File: src/rtl/at_response_line_parser_defines.svh
// Assertion macros used by the top module of the response line parser.
`ifndef AT_RESPONSE_LINE_PARSER_DEFINES_SVH
`define AT_RESPONSE_LINE_PARSER_DEFINES_SVH

// Checks that a property holds on every clock edge outside reset.
`define ARLP_ASSERT(lbl, clk, rstn, prop, msg) \
	lbl: assert property (@(posedge clk) disable iff (!rstn) (prop)) else $error(msg);

// Checks that a condition never occurs outside reset.
`define ARLP_NEVER(lbl, clk, rstn, cond, msg) \
	lbl: assert property (@(posedge clk) disable iff (!rstn) !(cond)) else $error(msg);

`endif

File: src/rtl/arlp_pkg.sv
package arlp_pkg;

	typedef enum logic [1:0] {
		OP_BYTE    = 2'd0,
		OP_CMD     = 2'd1,
		OP_TIMEOUT = 2'd2,
		OP_RSVD    = 2'd3
	} op_t;

	typedef enum logic [2:0] {
		PH_IDLE = 3'd0,
		PH_SKIP = 3'd1,
		PH_ZERO = 3'd2,
		PH_X    = 3'd3,
		PH_DIG  = 3'd4,
		PH_DONE = 3'd5
	} hex_phase_t;

	typedef enum logic [2:0] {
		ERR_NONE         = 3'd0,
		ERR_HTTP_CONNECT = 3'd1,
		ERR_HTTP_STATUS  = 3'd2,
		ERR_HTTP_OTHER   = 3'd3,
		ERR_GENERIC      = 3'd4
	} err_class_t;

	localparam logic [3:0] PFX_LEN = 4'd9;
	localparam logic [3:0] PFX_BAD = 4'd15;

	localparam logic [7:0] CHAR_CR = 8'h0D;
	localparam logic [7:0] CHAR_LF = 8'h0A;

	localparam logic [7:0] LEN_OK    = 8'd2;
	localparam logic [7:0] LEN_ERROR = 8'd5;
	localparam logic [7:0] LEN_FAIL  = 8'd4;

	localparam logic [15:0] CODE_GROUP_MASK = 16'hF000;
	localparam logic [15:0] CODE_HTTP_GROUP = 16'h7000;
	localparam logic [15:0] CODE_HTTP_CONN  = 16'h7000;
	localparam logic [15:0] CODE_4XX_LO     = 16'h7190;
	localparam logic [15:0] CODE_4XX_HI     = 16'h719F;
	localparam logic [15:0] CODE_416_LO     = 16'h71A0;
	localparam logic [15:0] CODE_416_HI     = 16'h71A1;
	localparam logic [15:0] CODE_5XX_LO     = 16'h71F4;
	localparam logic [15:0] CODE_5XX_HI     = 16'h71F9;
	localparam logic [9:0]  STATUS_400      = 10'd400;
	localparam logic [9:0]  STATUS_416      = 10'd416;
	localparam logic [9:0]  STATUS_500      = 10'd500;

	typedef struct packed {
		logic         done;
		logic         ok;
		logic         waiting;
		err_class_t   cls;
		logic [31:0]  code;
		logic [9:0]   status;
	} result_t;

endpackage

File: src/rtl/at_response_line_parser.sv
// Parses modem receive bytes and command/timeout marks, one beat per clock while the
// result side keeps up. Each input beat is captured in an input register, processed in
// a single pass against the line state and written to a result register, which then
// drives the outputs; the result register lets the next beat be accepted while a result
// still waits.
module at_response_line_parser #(
	parameter int unsigned LINE_CAPACITY = 192
) (
	input  logic        clk,
	input  logic        arst_n,
	input  logic        in_valid,
	output logic        in_ready,
	input  logic [1:0]  op,
	input  logic [7:0]  in_byte,
	output logic        out_valid,
	input  logic        out_ready,
	output logic        response_done,
	output logic        response_ok,
	output logic        still_waiting,
	output logic [2:0]  err_class,
	output logic [31:0] err_code,
	output logic [9:0]  http_status
);

	`include "at_response_line_parser_defines.svh"

	logic              valid_s1;
	arlp_pkg::op_t     op_s1;
	logic [7:0]        byte_s1;
	logic              advance;
	logic              out_valid_q;
	arlp_pkg::result_t res;
	arlp_pkg::result_t res_s2;

	assign advance = valid_s1 && (!out_valid_q || out_ready);
	assign in_ready = !valid_s1 || advance;

	always_ff @(posedge clk or negedge arst_n) begin
		if (!arst_n) begin
			valid_s1 <= 1'b0;
		end else if (in_ready) begin
			valid_s1 <= in_valid;
		end
	end

	always_ff @(posedge clk) begin
		if (in_valid && in_ready) begin
			op_s1 <= arlp_pkg::op_t'(op);
			byte_s1 <= in_byte;
		end
	end

	arlp_line_tracker #(
		.LINE_CAPACITY (LINE_CAPACITY)
	) u_tracker (
		.clk     (clk),
		.arst_n  (arst_n),
		.step    (advance),
		.op      (op_s1),
		.in_byte (byte_s1),
		.res     (res)
	);

	always_ff @(posedge clk or negedge arst_n) begin
		if (!arst_n) begin
			out_valid_q <= 1'b0;
		end else if (advance) begin
			out_valid_q <= 1'b1;
		end else if (out_ready) begin
			out_valid_q <= 1'b0;
		end
	end

	always_ff @(posedge clk) begin
		if (advance) begin
			res_s2 <= res;
		end
	end

	assign out_valid = out_valid_q;
	assign response_done = res_s2.done;
	assign response_ok = res_s2.ok;
	assign still_waiting = res_s2.waiting;
	assign err_class = 3'(res_s2.cls);
	assign err_code = res_s2.code;
	assign http_status = res_s2.status;

	`ARLP_ASSERT(a_ok_implies_done, clk, arst_n,
		out_valid_q && res_s2.ok |-> res_s2.done, "ok without done")
	`ARLP_NEVER(a_done_still_waiting, clk, arst_n,
		out_valid_q && res_s2.done && res_s2.waiting, "wait kept after done")
	`ARLP_ASSERT(a_status_class, clk, arst_n,
		out_valid_q && res_s2.status != 10'd0 |-> res_s2.cls == arlp_pkg::ERR_HTTP_STATUS,
		"status outside status class")
	`ARLP_ASSERT(a_code_class, clk, arst_n,
		out_valid_q && res_s2.cls == arlp_pkg::ERR_NONE |-> res_s2.code == 32'd0,
		"code without class")

endmodule

File: src/rtl/arlp_classify.sv
module arlp_classify (
	input  logic [31:0]         code,
	output arlp_pkg::err_class_t cls,
	output logic [9:0]          status
);

	logic [15:0] h;

	assign h = code[15:0];

	always_comb begin
		cls = arlp_pkg::ERR_NONE;
		status = 10'd0;
		priority if (code == 32'd0) begin
			cls = arlp_pkg::ERR_NONE;
		end else if ((h & arlp_pkg::CODE_GROUP_MASK) != arlp_pkg::CODE_HTTP_GROUP) begin
			cls = arlp_pkg::ERR_GENERIC;
		end else if (h == arlp_pkg::CODE_HTTP_CONN) begin
			cls = arlp_pkg::ERR_HTTP_CONNECT;
		end else if (h >= arlp_pkg::CODE_4XX_LO && h <= arlp_pkg::CODE_4XX_HI) begin
			cls = arlp_pkg::ERR_HTTP_STATUS;
			status = arlp_pkg::STATUS_400 + 10'(h - arlp_pkg::CODE_4XX_LO);
		end else if (h >= arlp_pkg::CODE_416_LO && h <= arlp_pkg::CODE_416_HI) begin
			cls = arlp_pkg::ERR_HTTP_STATUS;
			status = arlp_pkg::STATUS_416 + 10'(h - arlp_pkg::CODE_416_LO);
		end else if (h >= arlp_pkg::CODE_5XX_LO && h <= arlp_pkg::CODE_5XX_HI) begin
			cls = arlp_pkg::ERR_HTTP_STATUS;
			status = arlp_pkg::STATUS_500 + 10'(h - arlp_pkg::CODE_5XX_LO);
		end else begin
			cls = arlp_pkg::ERR_HTTP_OTHER;
		end
	end

endmodule

File: src/rtl/arlp_line_tracker.sv
module arlp_line_tracker #(
	parameter int unsigned LINE_CAPACITY = 192
) (
	input  logic              clk,
	input  logic              arst_n,
	input  logic              step,
	input  arlp_pkg::op_t     op,
	input  logic [7:0]        in_byte,
	output arlp_pkg::result_t res
);

	localparam logic [8:0] CAP = 9'(LINE_CAPACITY);

	typedef struct packed {
		logic       valid;
		logic [3:0] val;
	} hex_digit_t;

	function automatic logic kw_ok_keep(input logic [7:0] pos, input logic [7:0] c);
		logic [7:0] k;
		unique case (pos)
			8'd0:    k = "O";
			8'd1:    k = "K";
			default: k = 8'h00;
		endcase
		return (pos < arlp_pkg::LEN_OK) && (k == c);
	endfunction

	function automatic logic kw_error_keep(input logic [7:0] pos, input logic [7:0] c);
		logic [7:0] k;
		unique case (pos)
			8'd0:    k = "E";
			8'd1:    k = "R";
			8'd2:    k = "R";
			8'd3:    k = "O";
			8'd4:    k = "R";
			default: k = 8'h00;
		endcase
		return (pos < arlp_pkg::LEN_ERROR) && (k == c);
	endfunction

	function automatic logic kw_fail_keep(input logic [7:0] pos, input logic [7:0] c);
		logic [7:0] k;
		unique case (pos)
			8'd0:    k = "F";
			8'd1:    k = "A";
			8'd2:    k = "I";
			8'd3:    k = "L";
			default: k = 8'h00;
		endcase
		return (pos < arlp_pkg::LEN_FAIL) && (k == c);
	endfunction

	function automatic logic [7:0] pfx_char(input logic [3:0] idx);
		logic [7:0] k;
		unique case (idx)
			4'd0:    k = "E";
			4'd1:    k = "R";
			4'd2:    k = "R";
			4'd3:    k = " ";
			4'd4:    k = "C";
			4'd5:    k = "O";
			4'd6:    k = "D";
			4'd7:    k = "E";
			4'd8:    k = ":";
			default: k = 8'h00;
		endcase
		return k;
	endfunction

	function automatic hex_digit_t hex_value(input logic [7:0] c);
		hex_digit_t d;
		d.valid = 1'b1;
		d.val = 4'd0;
		priority if (c >= "0" && c <= "9") begin
			d.val = 4'(c - "0");
		end else if (c >= "a" && c <= "f") begin
			d.val = 4'(c - "a" + 8'd10);
		end else if (c >= "A" && c <= "F") begin
			d.val = 4'(c - "A" + 8'd10);
		end else begin
			d.valid = 1'b0;
		end
		return d;
	endfunction

	logic [7:0]             line_count_q, line_count_d;
	logic [2:0]             kw_flags_q, kw_flags_d;
	logic [3:0]             prefix_q, prefix_d;
	arlp_pkg::hex_phase_t   phase_q, phase_d;
	logic [31:0]            acc_q, acc_d;
	logic                   ovf_q, ovf_d;
	logic                   waiting_q, waiting_d;

	logic                   is_byte;
	logic                   append;
	logic                   hex_step;
	logic                   take;
	hex_digit_t             dig;
	logic                   is_space;
	logic [31:0]            line_code;
	arlp_pkg::err_class_t   line_cls;
	logic [9:0]             line_status;

	assign is_byte = (op == arlp_pkg::OP_BYTE) && (in_byte != arlp_pkg::CHAR_CR)
		&& (in_byte != arlp_pkg::CHAR_LF);
	assign append = is_byte && (({1'b0, line_count_q} + 9'd1) < CAP);
	assign hex_step = append && (prefix_q == arlp_pkg::PFX_LEN);
	assign dig = hex_value(in_byte);
	assign is_space = (in_byte == 8'h20) || (in_byte == 8'h09) || (in_byte == 8'h0B)
		|| (in_byte == 8'h0C);
	assign line_code = (prefix_q == arlp_pkg::PFX_LEN) ? acc_q : 32'd0;

	arlp_classify u_classify (
		.code   (line_code),
		.cls    (line_cls),
		.status (line_status)
	);

	// Next hex parsing phase.
	always_comb begin
		phase_d = phase_q;
		if (append && prefix_q < arlp_pkg::PFX_LEN && pfx_char(prefix_q) == in_byte
				&& prefix_q == arlp_pkg::PFX_LEN - 4'd1) begin
			phase_d = arlp_pkg::PH_SKIP;
		end else if (hex_step) begin
			unique case (phase_q)
				arlp_pkg::PH_SKIP: begin
					priority if (is_space) phase_d = arlp_pkg::PH_SKIP;
					else if (in_byte == "0") phase_d = arlp_pkg::PH_ZERO;
					else if (dig.valid) phase_d = arlp_pkg::PH_DIG;
					else phase_d = arlp_pkg::PH_DONE;
				end
				arlp_pkg::PH_ZERO: begin
					priority if (in_byte == "x" || in_byte == "X") phase_d = arlp_pkg::PH_X;
					else if (dig.valid) phase_d = arlp_pkg::PH_DIG;
					else phase_d = arlp_pkg::PH_DONE;
				end
				arlp_pkg::PH_X, arlp_pkg::PH_DIG: begin
					phase_d = dig.valid ? arlp_pkg::PH_DIG : arlp_pkg::PH_DONE;
				end
				default: phase_d = phase_q;
			endcase
		end
	end

	// Whether the current byte is shifted into the accumulator.
	always_comb begin
		take = 1'b0;
		if (hex_step) begin
			unique case (phase_q)
				arlp_pkg::PH_SKIP: take = !is_space && in_byte != "0" && dig.valid;
				arlp_pkg::PH_ZERO: take = in_byte != "x" && in_byte != "X" && dig.valid;
				arlp_pkg::PH_X, arlp_pkg::PH_DIG: take = dig.valid;
				default: take = 1'b0;
			endcase
		end
	end

	always_comb begin
		line_count_d = line_count_q;
		kw_flags_d = kw_flags_q;
		prefix_d = prefix_q;
		acc_d = acc_q;
		ovf_d = ovf_q;
		waiting_d = waiting_q;
		res.done = 1'b0;
		res.ok = 1'b0;
		res.cls = arlp_pkg::ERR_NONE;
		res.code = 32'd0;
		res.status = 10'd0;

		unique case (op)
			arlp_pkg::OP_CMD: begin
				waiting_d = 1'b1;
			end
			arlp_pkg::OP_TIMEOUT: begin
				waiting_d = 1'b0;
			end
			arlp_pkg::OP_BYTE: begin
				if (in_byte == arlp_pkg::CHAR_LF && line_count_q != 8'd0) begin
					res.cls = line_cls;
					res.status = line_status;
					res.code = (line_cls != arlp_pkg::ERR_NONE) ? line_code : 32'd0;
					if (waiting_q) begin
						priority if (kw_flags_q[0] && line_count_q == arlp_pkg::LEN_OK) begin
							res.done = 1'b1;
							res.ok = 1'b1;
							waiting_d = 1'b0;
						end else if ((kw_flags_q[1] && line_count_q == arlp_pkg::LEN_ERROR)
								|| (kw_flags_q[2] && line_count_q == arlp_pkg::LEN_FAIL)) begin
							res.done = 1'b1;
							waiting_d = 1'b0;
						end else begin
							waiting_d = waiting_q;
						end
					end
				end else if (append) begin
					kw_flags_d[0] = kw_flags_q[0] && kw_ok_keep(line_count_q, in_byte);
					kw_flags_d[1] = kw_flags_q[1] && kw_error_keep(line_count_q, in_byte);
					kw_flags_d[2] = kw_flags_q[2] && kw_fail_keep(line_count_q, in_byte);
					if (prefix_q < arlp_pkg::PFX_LEN) begin
						prefix_d = (pfx_char(prefix_q) == in_byte) ? prefix_q + 4'd1
							: arlp_pkg::PFX_BAD;
					end
					if (take) begin
						if (ovf_q || acc_q > 32'h0FFF_FFFF) begin
							ovf_d = 1'b1;
							acc_d = 32'hFFFF_FFFF;
						end else begin
							acc_d = {acc_q[27:0], dig.val};
						end
					end
					line_count_d = line_count_q + 8'd1;
				end
			end
			default: begin
			end
		endcase

		// Command issue, line end, and overlong lines all start a fresh line.
		if (op == arlp_pkg::OP_CMD
				|| (op == arlp_pkg::OP_BYTE && in_byte == arlp_pkg::CHAR_LF
					&& line_count_q != 8'd0)
				|| (is_byte && !append)) begin
			line_count_d = 8'd0;
			kw_flags_d = 3'b111;
			prefix_d = 4'd0;
			acc_d = 32'd0;
			ovf_d = 1'b0;
		end

		res.waiting = waiting_d;
	end

	logic restart_phase;

	assign restart_phase = op == arlp_pkg::OP_CMD
		|| (op == arlp_pkg::OP_BYTE && in_byte == arlp_pkg::CHAR_LF && line_count_q != 8'd0)
		|| (is_byte && !append);

	always_ff @(posedge clk or negedge arst_n) begin
		if (!arst_n) begin
			line_count_q <= 8'd0;
			kw_flags_q <= 3'b111;
			prefix_q <= 4'd0;
			phase_q <= arlp_pkg::PH_IDLE;
			acc_q <= 32'd0;
			ovf_q <= 1'b0;
			waiting_q <= 1'b0;
		end else if (step) begin
			line_count_q <= line_count_d;
			kw_flags_q <= kw_flags_d;
			prefix_q <= prefix_d;
			phase_q <= restart_phase ? arlp_pkg::PH_IDLE : phase_d;
			acc_q <= acc_d;
			ovf_q <= ovf_d;
			waiting_q <= waiting_d;
		end
	end

endmodule
File: config.mk
export PLATFORM = sky130hd
export DESIGN_NAME = at_response_line_parser
export DESIGN_NICKNAME = d
export VERILOG_FILES = /design/src/rtl/arlp_pkg.sv /design/src/rtl/at_response_line_parser.sv /design/src/rtl/arlp_classify.sv /design/src/rtl/arlp_line_tracker.sv
export VERILOG_INCLUDE_DIRS = /design/src /design/src/rtl
export SDC_FILE = /design/constraint.sdc
export NUM_CORES = 1
export LEC_CHECK = 0
export ABC_AREA = 1
export BUFFER_PORTS_ARGS = -buffer_cell sky130_fd_sc_hd__buf_2
export CAP_MARGIN = 15
export CORE_MARGIN = 5
export CORE_UTILIZATION = 60
export CTS_BUF_LIST = sky130_fd_sc_hd__clkbuf_8
export CTS_CLUSTER_DIAMETER = 50
export DETAILED_ROUTE_END_ITERATION = 12
export PLACE_DENSITY_LB_ADDON = 0.15
export SLEW_MARGIN = 20
export SYNTH_ARGS = -nofsm -noshare
export SYNTH_HDL_FRONTEND = slang
export SYNTH_HIERARCHICAL = 1
export SYNTH_SLANG_ARGS = --single-unit
export TNS_END_PERCENT = 10
File: constraint.sdc
create_clock -name clk -period 5.85 [get_ports clk]
set_input_delay 0.2925 -clock clk [delete_from_list [all_inputs] [get_ports clk]]
set_output_delay 0.2925 -clock clk [all_outputs]
set_load 0.02 [all_outputs]
## Word level (Yosys, flattened, before mapping)

Memory sizes are Yosys's and may differ from the RTL's.
Cells that the tools add are included.

- Register bits after elaboration: 112
- Latch bits: 0
- Memory bits (writable): 0
- Bits in read-only memories: 224
- Output and inout bits: 50
- Logic and storage cells: 235
- Memories: 2

Memories:

| name | words | bits a word | rd ports | clocked after memory_dff | wr ports | RTL line | source |
|---|---|---|---|---|---|---|---|
| (name not given) | 16 | 7 | 1 | 0 | 0 | arlp_line_tracker.sv:56 | `unique case (idx)` |
| (name not given) | 16 | 7 | 1 | 0 | 0 | arlp_line_tracker.sv:56 |  |

- $add $sub $neg: 14
- Multipliers: 0
- Div/mod/pow operators: 0
- Magnitude comparators: 18
- Equal/unequal tests: 34
- Shift operators: 0
- Muxes and demuxes: 78
- Bitwise gates (word level): 2
- Reduce and logical (&&, ||, !) cells: 70

Operators with widths:

| operator | count |
|---|---|
| $mux 32 | 7 |
| $mux 8 | 17 |
| $ge 16x15->1 const B | 3 |
| $le 16x15->1 const B | 3 |
| $eq 8x8->1 | 5 |
| $mux 3 | 12 |
| $mux 4 | 9 |
| $eq 8x4->1 const B | 4 |
| $gt 32x28->1 const B | 1 |
| $logic_and 1x1->1 | 32 |
| $logic_not 32->1 | 1 |
| $add 9x10->10 const A | 3 |
| $mux 10 | 3 |
| $sub 10x9->10 const B | 3 |
| $pmux 7 s4 | 1 |
| $mux 1 | 23 |
| $pmux 7 s3 | 1 |
| $eq 16x15->1 const B | 1 |
| $eq 8x2->1 const B | 2 |
| $eq 8x3->1 const B | 2 |
| $eq 8x6->1 const B | 2 |
| $eq 8x7->1 const B | 2 |
| $ge 8x7->1 const B | 2 |
| $le 8x7->1 const B | 2 |
| other kinds (44) | 75 |

## Longest topological paths before layout

Gate-level depths: netlist (run 1).

- Depth in word-level cells: 14
- Mapped depth: 20
- Mapped depth without buffers: 18

## By module

Netlist (run 1), hierarchy kept.

Modules (own cells, without submodules):

| module | times used | cells each | area an instance (um2) | seq. area each (um2) |
|---|---|---|---|---|
| arlp_line_tracker | 1 | 650 | 4370.4 | 1305.0 |
| at_response_line_parser | 1 | 70 | 1836.8 | 1791.7 |
| arlp_classify | 1 | 96 | 462.9 | 0.0 |

## Least setup slack after synthesis (run 1)

OpenSTA, ideal clock, no wires.

- Kind: reg-to-reg
- From: register out_valid_q, in the netlist out_valid
- To: register u_tracker.acc_q[3]
- Setup time: 0.123 ns
- Arrival: 4.075 ns
- Data required time: 5.727 ns
- Setup slack: 1.652 ns
- Cell stages (with the launch flop): 9
- Path buffers: 2
- Clock period less this slack: 4.198 ns
- Cells stage by stage: dfrtp_1 -> a21oi_1 -> nand2_4 -> inv_2 -> nand3_2 -> buf_6 -> buf_6 -> nand3_2 -> o21ai_1

- Longest elaborated chain between the ends: 4

Ends and longest elaborated chain:

| what | RTL line | source |
|---|---|---|
| start, declared | at_response_line_parser.sv:31 | `logic out_valid_q;` |
| start signal, assigned | at_response_line_parser.sv:66 | `out_valid_q <= 1'b0;` |
| start signal, assigned | at_response_line_parser.sv:68 | `out_valid_q <= 1'b1;` |
| start signal, assigned | at_response_line_parser.sv:70 | `out_valid_q <= 1'b0;` |
| $logic_not 1->1 | at_response_line_parser.sv:35 | `assign advance = valid_s1 && (!out_valid_q \|\| out_ready);` |
| $logic_or 1x1->1 | at_response_line_parser.sv:35 |  |
| $logic_and 1x1->1 | at_response_line_parser.sv:35 |  |
| net advance | at_response_line_parser.sv:30 | `logic advance;` |
| $reduce_and 5->1 (no source line) | - |  |
| end signal, assigned | arlp_line_tracker.sv:248 | `acc_q <= 32'd0;` |
| end signal, assigned | arlp_line_tracker.sv:256 | `acc_q <= acc_d;` |
| end, declared | arlp_line_tracker.sv:91 | `logic [31:0] acc_q, acc_d;` |

The timed path passes the listed nets, and every way through them passes these cells.
A chain may end at the register's enable or synchronous reset.

## Final worst setup path (run 1)

- From: register u_tracker.prefix_q[2]
- To: register res_s2, in the netlist err_code[28] (data pin)

- Longest elaborated chain between the ends: 12
- Elaborated cells between the ends (all ways): 22

Ends and longest elaborated chain:

| what | RTL line | source |
|---|---|---|
| start, declared | arlp_line_tracker.sv:89 | `logic [3:0] prefix_q, prefix_d;` |
| start signal, assigned | arlp_line_tracker.sv:254 | `prefix_q <= prefix_d;` |
| $eq 4x4->1 * | arlp_line_tracker.sv:112 | `assign line_code = (prefix_q == arlp_pkg::PFX_LEN) ? acc_q : 32'd0;` |
| $mux 32 * | arlp_line_tracker.sv:112 |  |
| net u_tracker.line_code[13] | arlp_line_tracker.sv:101 | `logic [31:0] line_code;` |
| $ge 16x15->1 / $le 16x15->1 (equally long branches) | arlp_classify.sv:26 | `end else if (h >= arlp_pkg::CODE_5XX_LO && h <= arlp_pkg::CODE_5XX_HI) begin` |
| $logic_and 1x1->1 | arlp_classify.sv:26 |  |
| $mux 1 | arlp_classify.sv:26 |  |
| $mux 1 | arlp_classify.sv:23 | `end else if (h >= arlp_pkg::CODE_416_LO && h <= arlp_pkg::CODE_416_HI) begin` |
| $mux 1 | arlp_classify.sv:20 | `end else if (h >= arlp_pkg::CODE_4XX_LO && h <= arlp_pkg::CODE_4XX_HI) begin` |
| $mux 2 | arlp_classify.sv:18 | `end else if (h == arlp_pkg::CODE_HTTP_CONN) begin` |
| $mux 3 | arlp_classify.sv:16 | `end else if ((h & arlp_pkg::CODE_GROUP_MASK) != arlp_pkg::CODE_HTTP_GROUP) begin` |
| $mux 3 * | arlp_classify.sv:14 | `priority if (code == 32'd0) begin` |
| net u_tracker.line_cls[0] | arlp_line_tracker.sv:102 | `arlp_pkg::err_class_t line_cls;` |
| $reduce_bool 3->1 * | arlp_line_tracker.sv:184 | `res.code = (line_cls != arlp_pkg::ERR_NONE) ? line_code : 32'd0;` |
| $reduce_and 3->1 (no source line) * | - |  |
| end signal, assigned | at_response_line_parser.sv:76 | `res_s2 <= res;` |
| end, declared | at_response_line_parser.sv:33 | `arlp_pkg::result_t res_s2;` |

The timed path passes the listed nets; every way through them passes the cells marked *.

==> results.json, run 1 <==
{
  "wirelength_microns": 14400,
  "async_reset_ff_frac": 0.482,
  "synth-simple-area-share": 0.329,
  "clk-insertion-delay-late_ps": 380,
  "wl_per_cell_microns": 14.3,
  "finalSetupTns_ps": 0,
  "power_density_mw_per_mm2": 277,
  "synth_compound_area_frac": 0.0726,
  "tightestPinTransition_ps": 716,
  "instances_no_fill": 1007,
  "drv_slew": 0,
  "firstDrtPassIters": 6,
  "ant_nets": 0,
  "dp_hpwl_microns": 10300,
  "num_rows": 38,
  "drtIter0Drc": 439,
  "multi_input_area_sq_mm": 0.00294,
  "critPathLaunchType": "flop",
  "synth_fa_ha_area_frac": 0.0281,
  "postCtsResizedCells": 0,
  "dieWidth_microns": 115,
  "cts_root_buffer": "clkbuf_8",
  "synth_common_cells": "nand2_1 (178), inv_1 (107), nor2_1 (94)",
  "r2r_start": "u_tracker/prefix_q[2]$_DFFE_PN0P_",
  "cts_hold_buffers": 0,
  "vias_per_cell": 5.62,
  "synth-edff-count": 58,
  "criticalPathCategory": "flop to flop",
  "yosysMostFrequentCell": "nand2_1",
  "synth_top_family_by_area": "simple AND/OR/NAND/NOR gates",
  "synth_seq_area_share": 0.464,
  "period_share": 0.680,
  "cts_tree": "built",
  "placed_cells": 990,
  "grt_overflow": 0,
  "end_kind": "flop",
  "hold_class": "input pin to async pin",
  "grt_max_degree": 56,
  "synth_largest_area_cell": "edfxtp_1",
  "drive_gt1_frac": 0.185,
  "antenna_cells": 0,
  "max_freq_mhz": 251,
  "relSlewSlack": 0.522,
  "portBuffers": 63,
  "synth_cell_types": 45,
  "die-area_sq_mm": 0.0133,
  "ff_latch_area_sq_mm": 0.00310,
  "synthXorXnorAreaFrac": 0.00525,
  "worst_ep_required_time_ps": 5960,
  "ios": 64,
  "yosysWarnings": 6,
  "antenna_found_initial": 0,
  "ir_drop_mv": 0.221,
  "cap_violations": 0,
  "htree_levels": 3,
  "grt_pass1_wl_microns": 24100,
  "grt_pass1_vias": 5229,
  "post-route-min-period_ps": 3980,
  "leakage_nw": 3.22,
  "gr-usage-all-layers": 0.226,
  "netlist.area_leader.share": 0.261,
  "synth_nets": 845,
  "cts_setup_buffers": 0,
  "n_fill_cell": 900,
  "cp.arrival_ps": 4090,
  "rsz0062_at_grt": "false",
  "synth-main-ff-cell": "edfxtp_1",
  "startpoint": "u_tracker/prefix_q[2]$_DFFE_PN0P_",
  "synth_area_sq_mm": 0.00667,
  "coreArea_sq_mm": 0.0109,
  "cts_buffers": 9,
  "syn_inst": 816,
  "avgSynthCellArea_sq_um": 8.17,
  "die_y_microns": 115,
  "area_delta_synth_final_pct": 7.93,
  "start_util": 0.613,
  "clk_transition_reported_paths_ps": 100,
  "cp_max_fo": 34,
  "vias": 5656,
  "ys_ff_latch": 112,
  "status": "finished, final reports clean",
  "setup_violations": 0,
  "hold_viol_final": 0,
  "drc_errors": 0,
  "finClkSkew_ps": 6.35,
  "cts.path.max_buffers": 2,
  "num-nets-final": 892,
  "cts.sinks": 112,
  "synthMuxAreaShare": 0,
  "ys_top_cells_by_area": "edfxtp_1 (26%), dfrtp_1 (19%), nand2_1 (10%), inv_1 (6.0%), nor2_1 (5.3%)",
  "routabilityCongestion": 0.886
}
-- final timing paths --
path | slack (ps) | endpoint | cells past startpoint
setup / recovery | 1870 | err_code[28]$_DFFE_PP_ | 13
hold / removal | 30 | u_tracker/line_count_q[3]$_DFFE_PN0P_ | 2
setup reg to reg | 1870 | err_code[28]$_DFFE_PP_ | 13
hold reg to reg | 480 | u_tracker/kw_flags_q[1]$_DFFE_PN1P_ | 2
max in group asynchronous | 5350 | u_tracker/acc_q[13]$_DFFE_PN0P_ | 2
min in group clk | 80 | op_s1[0]$_DFFE_PP_ | 1
-- registers in the layout, indices dropped and copies added, names as in the netlist --
name,cells
valid_s1,1
err_class,3
u_tracker/prefix_q,4
op_s1,2
still_waiting,1
u_tracker/kw_flags_q,3
u_tracker/phase_q,3
response_ok,1
err_code,32
out_valid,1
u_tracker/waiting_q,1
http_status,10
response_done,1
u_tracker/line_count_q,8
byte_s1,8
u_tracker/ovf_q,1
u_tracker/acc_q,32
-- final cells by class --
type	instances	area share
repair buffers	69	0.0516
inverters	118	0.0627
flip-flops and latches	112	0.430
clock inverters	5	0.00348
multi-input cells	553	0.409
clock buffers	10	0.0191
well taps	140	0.0243
-- stage by stage --
step	power [mW]	utilization	cell area, sq um	worst slack, ps	hold WS (ps)
2_1_floorplan	1.46	-	6670	1650	-3.09
3_3_place_gp	1.57	0.644	7010	1970	454
3_5_place_dp	1.59	0.644	7010	1700	461
4_1_cts	2.00	0.659	7170	1660	40.0
5_1_grt	2.13	0.661	7200	1520	48.9
6_report	1.99	0.661	7200	1870	34.0
-- placed cells by master, fill, tap and decap left out, types with 3 or more instances in the layout --
| cell | n |
|---|---|
| ha_1 | 15 |
| edfxtp_1 | 58 |
| nand3_2 | 35 |
| inv_1 | 109 |
| dfrtp_1 | 51 |
| nor2_4 | 3 |
| buf_2 | 63 |
| a21oi_1 | 12 |
| nor4_1 | 4 |
| nor2_2 | 9 |
| clkbuf_8 | 10 |
| o21ai_1 | 3 |
| nand2_2 | 6 |
| nand2_1 | 178 |
| nand3_4 | 3 |
| nand4_1 | 11 |
| nand3_1 | 46 |
| o21ai_0 | 63 |
| o31ai_1 | 3 |
| buf_4 | 4 |
| xor2_1 | 4 |
| dfstp_2 | 3 |
| inv_2 | 7 |
| nor2_1 | 94 |
| nor3_1 | 46 |
-- per-layer routing --
layer,part of all wire,global-route usage
met1,0.42,0.296
met2,0.48,0.376
met3,0.062,0.0298
met4,0.030,0.103
met5,0,0
-- critical path, cell delays in order (launching register included) --
cell and delay, ps:
dfrtp_1 480, inv_1 260, nand3_2 610, nor2_1 460, inv_1 100, nor2_2 130
nand2_4 130, o31ai_1 330, nand2_2 130, nand3_4 130, nor2_2 70, o311ai_4 570
buf_8 250, nor3_1 60
-- cell families (layout without fill, tap and decap cells) --
kind of cell / count (synthesis) / in the layout
AND/OR/NAND/NOR: 443 / 443
buffers and inverters: 151 / 202
flip-flops: 112 / 112
AO/OA/AOI/OAI: 90 / 90
adder cells (fa/ha/maj): 15 / 15
XOR/XNOR: 4 / 4
other: 1 / 1
-- power by group --
| group | switching (mW) | total (mW) | internal (mW) | leakage [nW] |
|---|---|---|---|---|
| clock network | 0.250 | 0.411 | 0.161 | 0.0926 |
| logic | 0.402 | 0.580 | 0.179 | 1.84 |
| registers | 0.0893 | 1.00 | 0.912 | 1.29 |
Note: power is estimated with default switching activity, not from simulation.
==> run 2: changes to the inputs <==
- ABC_AREA: 1 -> 0
- clock period: 5.85 -> 4 ns (I/O delays scaled with it)
==> run 2 against run 1 <==
Total power increased by 44%. Setup slack got worse by 1600 ps. Synthesized cell count decreased by 24%. Critical endpoint is now err_code[2]$_DFFE_PP_.
==> results.json, run 2 <==
{
  "status": "finished, final reports clean",
  "ys_top_cells_by_area": "edfxtp_1 (27%), dfrtp_1 (20%), and2_1 (8.1%), mux2i_1 (5.5%), nand2_1 (3.7%)",
  "firstDrtPassIters": 5,
  "highest_layer": "met4",
  "synth_cell_types": 77,
  "leakage_nw": 3.14,
  "yosysWarnings": 6,
  "num-nets-final": 712,
  "drv_slew": 0,
  "htree_levels": 3,
  "period_share": 0.928,
  "ant_nets": 0,
  "end_kind": "flop",
  "design_area_sq_mm": 0.00709,
  "critPathLaunchType": "flop",
  "synth_nets": 649,
  "ios": 64,
  "ir_drop_mv": 0.309,
  "wl_met2_microns": 7090,
  "clk-insertion-delay-late_ps": 390,
  "final_common_cell": "and2_1",
  "vias_per_cell": 6.04,
  "final_cell_mix": "and2_1 (81), buf_2 (63), nand2_1 (63)",
  "r2r_start": "u_tracker/prefix_q[1]$_DFFE_PN0P_",
  "drtIter0Drc": 375,
  "postPlaceCellArea_sq_mm": 0.00677,
  "synth_largest_area_cell": "edfxtp_1",
  "reg2reg_to": "err_code[2]$_DFFE_PP_",
  "syn_inst": 620,
  "antenna_cells": 0,
  "portBuffers": 63,
  "synth_area_sq_mm": 0.00636,
  "reg2reg_depth": 10,
  "cts_root_buffer": "clkbuf_8",
  "synth-edff-count": 58,
  "synth-main-ff-cell": "edfxtp_1",
  "cpMostUsedCell": "and2_1",
  "synth_common_cells": "and2_1 (82), nand2_1 (63), edfxtp_1 (58)",
  "drt-met1-wl_microns": 5720,
  "async_reset_ff_frac": 0.482,
  "coreArea_sq_mm": 0.0103,
  "finClkSkew_ps": 12.4,
  "dr_wl_met3_microns": 846,
  "cap_violations": 0,
  "finish.utilization": 0.686,
  "worst_ep_required_time_ps": 4140,
  "die_y_microns": 113,
  "grt_overflow": 0,
  "synth_seq_area_share": 0.487,
  "hold_class": "input pin to flop",
  "n_fill_cell": 799,
  "die-area_sq_mm": 0.0128,
  "start_util": 0.616,
  "num_rows": 37,
  "dieWidth_microns": 113,
  "criticalPathCategory": "flop to flop",
  "r2r_slack_ps": 290,
  "clk_transition_reported_paths_ps": 110,
  "hold_viol_final": 0,
  "drive_gt1_frac": 0.164,
  "path_cells": "inv_1, ha_1, and3_2, and2_1, or4_1, a41oi_2, o21ai_0, and3_1, o311a_1, and2_1",
  "wirelength_microns": 14000,
  "wl_per_cell_microns": 17.0,
  "cts_tree": "built",
  "setup_violations": 0,
  "post-route-min-period_ps": 3710,
  "hold_path_depth": 2,
  "yosysMostFrequentCell": "and2_1",
  "vias": 4978,
  "cts_buffers": 9,
  "hp-start": "in_valid",
  "area_delta_synth_final_pct": 11.5,
  "power_density_mw_per_mm2": 404,
  "cp.arrival_ps": 3850,
  "grt_pass1_wl_microns": 23600,
  "max_freq_mhz": 269,
  "grt_pass1_vias": 4810,
  "grt_max_degree": 59,
  "netlist.area_leader.share": 0.274,
  "slowest_delay_ps": 580,
  "cpMaxStageDelayCell": "o311a_1",
  "cts.path.max_buffers": 2,
  "avgSynthCellArea_sq_um": 10.3,
  "rsz0062_at_grt": "false",
  "routabilityCongestion": 0.901,
  "cp_max_fo": 34,
  "cts.sinks": 112,
  "antenna_found_initial": 0,
  "ys_ff_latch": 112,
  "tightestPinTransition_ps": 834,
  "relSlewSlack": 0.444,
  "gr-usage-all-layers": 0.227,
  "dp_hpwl_microns": 9820,
  "min_to": "valid_s1$_DFFE_PN0P_",
  "finalSetupTns_ps": 0,
  "drc_errors": 0
}
## run 2: changes by cell type in the layout (fill, tap and decap cells not counted), moves of 40 or more
cell,previous run,this run
nand2_1,178,63
nor3_1,46,6
and2_1,0,81
nor2_1,94,52
inv_1,109,16
o21ai_0,63,19
## run 2: cells by family (layout without fill, tap and decap cells)
| family | after synthesis | count (layout) | synth area share |
|---|---|---|---|
| AOI/OAI and AO/OA | 97 | 97 | 0.115 |
| xor gates and xnor gates | 9 | 9 | 0.0124 |
| adders and majority gates | 15 | 15 | 0.0295 |
| buffers and inverters | 49 | 117 | 0.0350 |
| DFF | 112 | 112 | 0.487 |
| muxes | 37 | 37 | 0.0592 |
| other | 1 | 1 | 0.000590 |
| and+or+nand+nor | 300 | 300 | 0.261 |
## run 2: cell type report
| type | instances | area [sq um] | share of cell area |
|---|---|---|---|
| clock buffer | 10 | 138 | 0.0194 |
| clock inverter | 6 | 67.6 | 0.00954 |
| inverter | 16 | 60.1 | 0.00848 |
| multi-input combinational | 459 | 3050 | 0.430 |
| sequential | 112 | 3100 | 0.437 |
| tap | 136 | 170 | 0.0240 |
| timing repair buffer | 85 | 508 | 0.0717 |
## run 2: per-stage QoR
step	cells	total power, mW	hold WS (ps)	setup WS (ps)
after detailed placement	797	2.15	176	157
after CTS	824	2.85	15.0	119
final	824	2.87	23.2	289
after global placement	797	2.12	169	319
after floorplan	620	1.96	-95.6	559
after global routing	824	3.01	6.17	12.3
## run 2: critical path, delay by kind of cell, from the launching register on
kind / cells / cell delay [ps]
compound gates: 3 / 950
fa+ha+maj: 1 / 210
flops: 1 / 430
buf+inv: 1 / 120
simple gates: 5 / 1730
## run 2: where the power goes
part	switching, mW	total, mW	internal [mW]
sequential	0.101	1.40	1.30
clock	0.397	0.707	0.310
combinational	0.473	0.757	0.284
total	0.972	2.87	1.89
## run 2: worst max path at each step
stage,from,to,slack (ps),cells after the start
floorplan,out_valid$_DFFE_PN0P_,u_tracker/acc_q[3]$_DFFE_PN0P_,560,8
global placement,u_tracker/prefix_q[0]$_DFFE_PN0P_,err_code[31]$_DFFE_PP_,320,9
detailed placement,u_tracker/prefix_q[1]$_DFFE_PN0P_,err_code[18]$_DFFE_PP_,160,10
CTS,u_tracker/prefix_q[1]$_DFFE_PN0P_,err_code[2]$_DFFE_PP_,120,10
global route,u_tracker/prefix_q[1]$_DFFE_PN0P_,err_code[2]$_DFFE_PP_,10,10
finish,u_tracker/prefix_q[1]$_DFFE_PN0P_,err_code[2]$_DFFE_PP_,290,10
## run 2: per-layer routing
layer  vias up  track usage
met4         0       0.0761
met3        30       0.0326
met1      2406        0.288
met5         -            0
li1       2350            -
met2       192        0.398
## run 2: what timing repair did
item	CTS	global route
resized for setup	0	1
hold buffers	11	0
endpoints found under the hold margin	26	0
buffers inserted	0	0
endpoints found under the setup margin	0	32
==> run 3: changes to the inputs <==
--- a/config.mk
+++ b/config.mk
@@ -12,3 +12,3 @@
 export CORE_MARGIN = 5
-export CORE_UTILIZATION = 60
+export CORE_UTILIZATION = 62
 export CTS_BUF_LIST = sky130_fd_sc_hd__clkbuf_8
@@ -17,2 +17,3 @@
 export PLACE_DENSITY_LB_ADDON = 0.15
+export RECOVER_POWER = 100
 export SLEW_MARGIN = 20
==> constraint.sdc (replaced) <==
create_clock -name clk -period 4 [get_ports clk]
set_input_delay 0.4 -clock clk [delete_from_list [all_inputs] [get_ports clk]]
set_output_delay 0.4 -clock clk [all_outputs]
set_load 0.02 [all_outputs]
==> run 3 against run 2 <==
The run now ends with capacitance limit, slew limit left. Die area decreased by 2.9%. Via count decreased by 2.4%. Setup slack got worse by 61 ps. First-iteration DRC count decreased by 2.4%. Non-clock buffer count decreased by 12. Clock-buffer cell count decreased by 1. Global-route usage decreased by 1.0 points. Design area decreased by 3.5%. Core utilization decreased by 1.5 points. Critical path type unchanged. Critical endpoint is now u_tracker/acc_q[16]$_DFFE_PN0P_. Largest cell class unchanged.
==> results.json, run 3 (synthesized netlist as in run 2, its figures left out) <==
{
  "status": "complete, but fails checks",
  "failed_checks": "capacitance limit, slew limit",
  "area_delta_synth_final_pct": 7.54,
  "final_common_cell": "nand2_1",
  "clk-insertion-delay-late_ps": 380,
  "path_delay_family": "simple AND/OR/NAND/NOR gates",
  "finClkSkew_ps": 13.0,
  "dieWidth_microns": 111,
  "vias_per_cell": 5.98,
  "finalSetupTns_ps": 0,
  "wl_per_cell_microns": 16.3,
  "path_cells": "inv_1, ha_1, mux2_1, a311oi_1, nand4_4, nor2_4, or4b_1, buf_4, mux2i_1",
  "grt_overflow": 0,
  "dp_hpwl_microns": 9580,
  "ios": 64,
  "rsz0062_at_grt": "false",
  "postCtsResizedCells": 0,
  "hold_viol_final": 0,
  "critPathLaunchType": "flop",
  "cap_violations": 2,
  "worstSetupPathDepth": 9,
  "num_rows": 37,
  "multi_input_area_sq_mm": 0.00300,
  "reg2reg_depth": 9,
  "worst_ep_required_time_ps": 4250,
  "wirelength_microns": 13300,
  "gr-usage-all-layers": 0.217,
  "cts.sinks": 112,
  "clk_transition_reported_paths_ps": 100,
  "die-area_sq_mm": 0.0124,
  "grt_pass1_wl_microns": 22200,
  "setup_violations": 0,
  "ff_latch_area_sq_mm": 0.00310,
  "final_cell_mix": "nand2_1 (63), edfxtp_1 (58), and2_1 (55)",
  "htree_levels": 3,
  "firstDrtPassIters": 5,
  "cts_setup_buffers": 0,
  "n_fill_cell": 837,
  "fin_hold_ws_ps": 198,
  "leakage_nw": 2.88,
  "portBuffers": 63,
  "cpMaxStageDelayCell": "a311oi_1",
  "criticalPathCategory": "flop to flop",
  "start_util": 0.624,
  "ant_nets": 0,
  "slowest_delay_ps": 860,
  "coreArea_sq_mm": 0.0102,
  "cts_hold_buffers": 0,
  "antenna_found_initial": 0,
  "drtIter0Drc": 366,
  "hold_path_depth": 1,
  "die_y_microns": 111,
  "routabilityCongestion": 0.917,
  "worst-path-buf-inv": 2,
  "period_share": 0.943,
  "cp_max_fo": 22,
  "vias": 4858,
  "power_density_mw_per_mm2": 410,
  "antenna_cells": 0,
  "end_kind": "flop",
  "ir_drop_mv": 0.348,
  "drv_slew": 91,
  "cts.path.max_buffers": 2,
  "cts_root_buffer": "clkbuf_8",
  "power.total_mw": 2.80,
  "relSlewSlack": -0.874,
  "drive_gt1_frac": 0.0769,
  "cts_tree": "built",
  "cp.arrival_ps": 4020,
  "tightestPinTransition_ps": 2810,
  "grt_pass1_vias": 4701,
  "post-route-min-period_ps": 3770,
  "num-nets-final": 700,
  "cts_buffers": 9,
  "hold_class": "input pin to flop",
  "grt_max_degree": 59,
  "drc_errors": 0,
  "max_freq_mhz": 265
}
run 3: cell count changes in the layout (fill, tap and decap cells not counted), moves of 5 or more:
| cell | previous run | this run |
|---|---|---|
| and2_0 | 0 | 27 |
| and2_1 | 81 | 55 |
| clkbuf_1 | 0 | 54 |
| dlygate4sd3_1 | 11 | 0 |
| buf_2 | 63 | 12 |
| buf_4 | 11 | 6 |
run 3: per-layer routing:
metal  global-route usage  wire length, microns  vias to the layer above
met1                0.278                  5680                     2302
met5                    0                     0                        -
met2                0.366                  6480                      197
met4               0.0819                   291                        0
met3               0.0377                   797                       31
li1                     -                     -                     2328
run 3: power by group:
part | leakage (nW) | switching, mW | internal [mW]
logic | 1.49 | 0.457 | 0.263
clock network | 0.0998 | 0.382 | 0.291
registers | 1.29 | 0.105 | 1.30
total | 2.88 | 0.944 | 1.86
run 3: cell type report:
class	count	share of cell area
clock buffer	9	0.0181
clock inverter	7	0.0102
sequential	112	0.453
multi-input combinational	459	0.439
timing repair buffer	73	0.0458
tap	136	0.0249
inverter	16	0.00878
run 3: path summary, 6_finish.rpt:
check,startpoint,to,slack [ps]
max,byte_s1[0]$_DFFE_PP_,u_tracker/acc_q[16]$_DFFE_PN0P_,230
min reg2reg,u_tracker/kw_flags_q[0]$_DFFE_PN1P_,u_tracker/kw_flags_q[0]$_DFFE_PN1P_,490
max in group asynchronous,arst_n,u_tracker/acc_q[8]$_DFFE_PN0P_,1590
min,in_byte[6],byte_s1[6]$_DFFE_PP_,200
max reg2reg,byte_s1[0]$_DFFE_PP_,u_tracker/acc_q[16]$_DFFE_PN0P_,230
min in group asynchronous,arst_n,u_tracker/prefix_q[1]$_DFFE_PN0P_,480
run 3: through the flow:
stage / setup slack (ps) / instances / util / area [sq um]
after floorplan: 559 / 620 / - / 6360
after global placement: 528 / 796 / 0.665 / 6770
after detailed placement: 414 / 796 / 0.665 / 6770
after CTS: 392 / 812 / 0.684 / 6970
after global routing: 60.8 / 812 / 0.671 / 6840
final: 228 / 812 / 0.671 / 6840
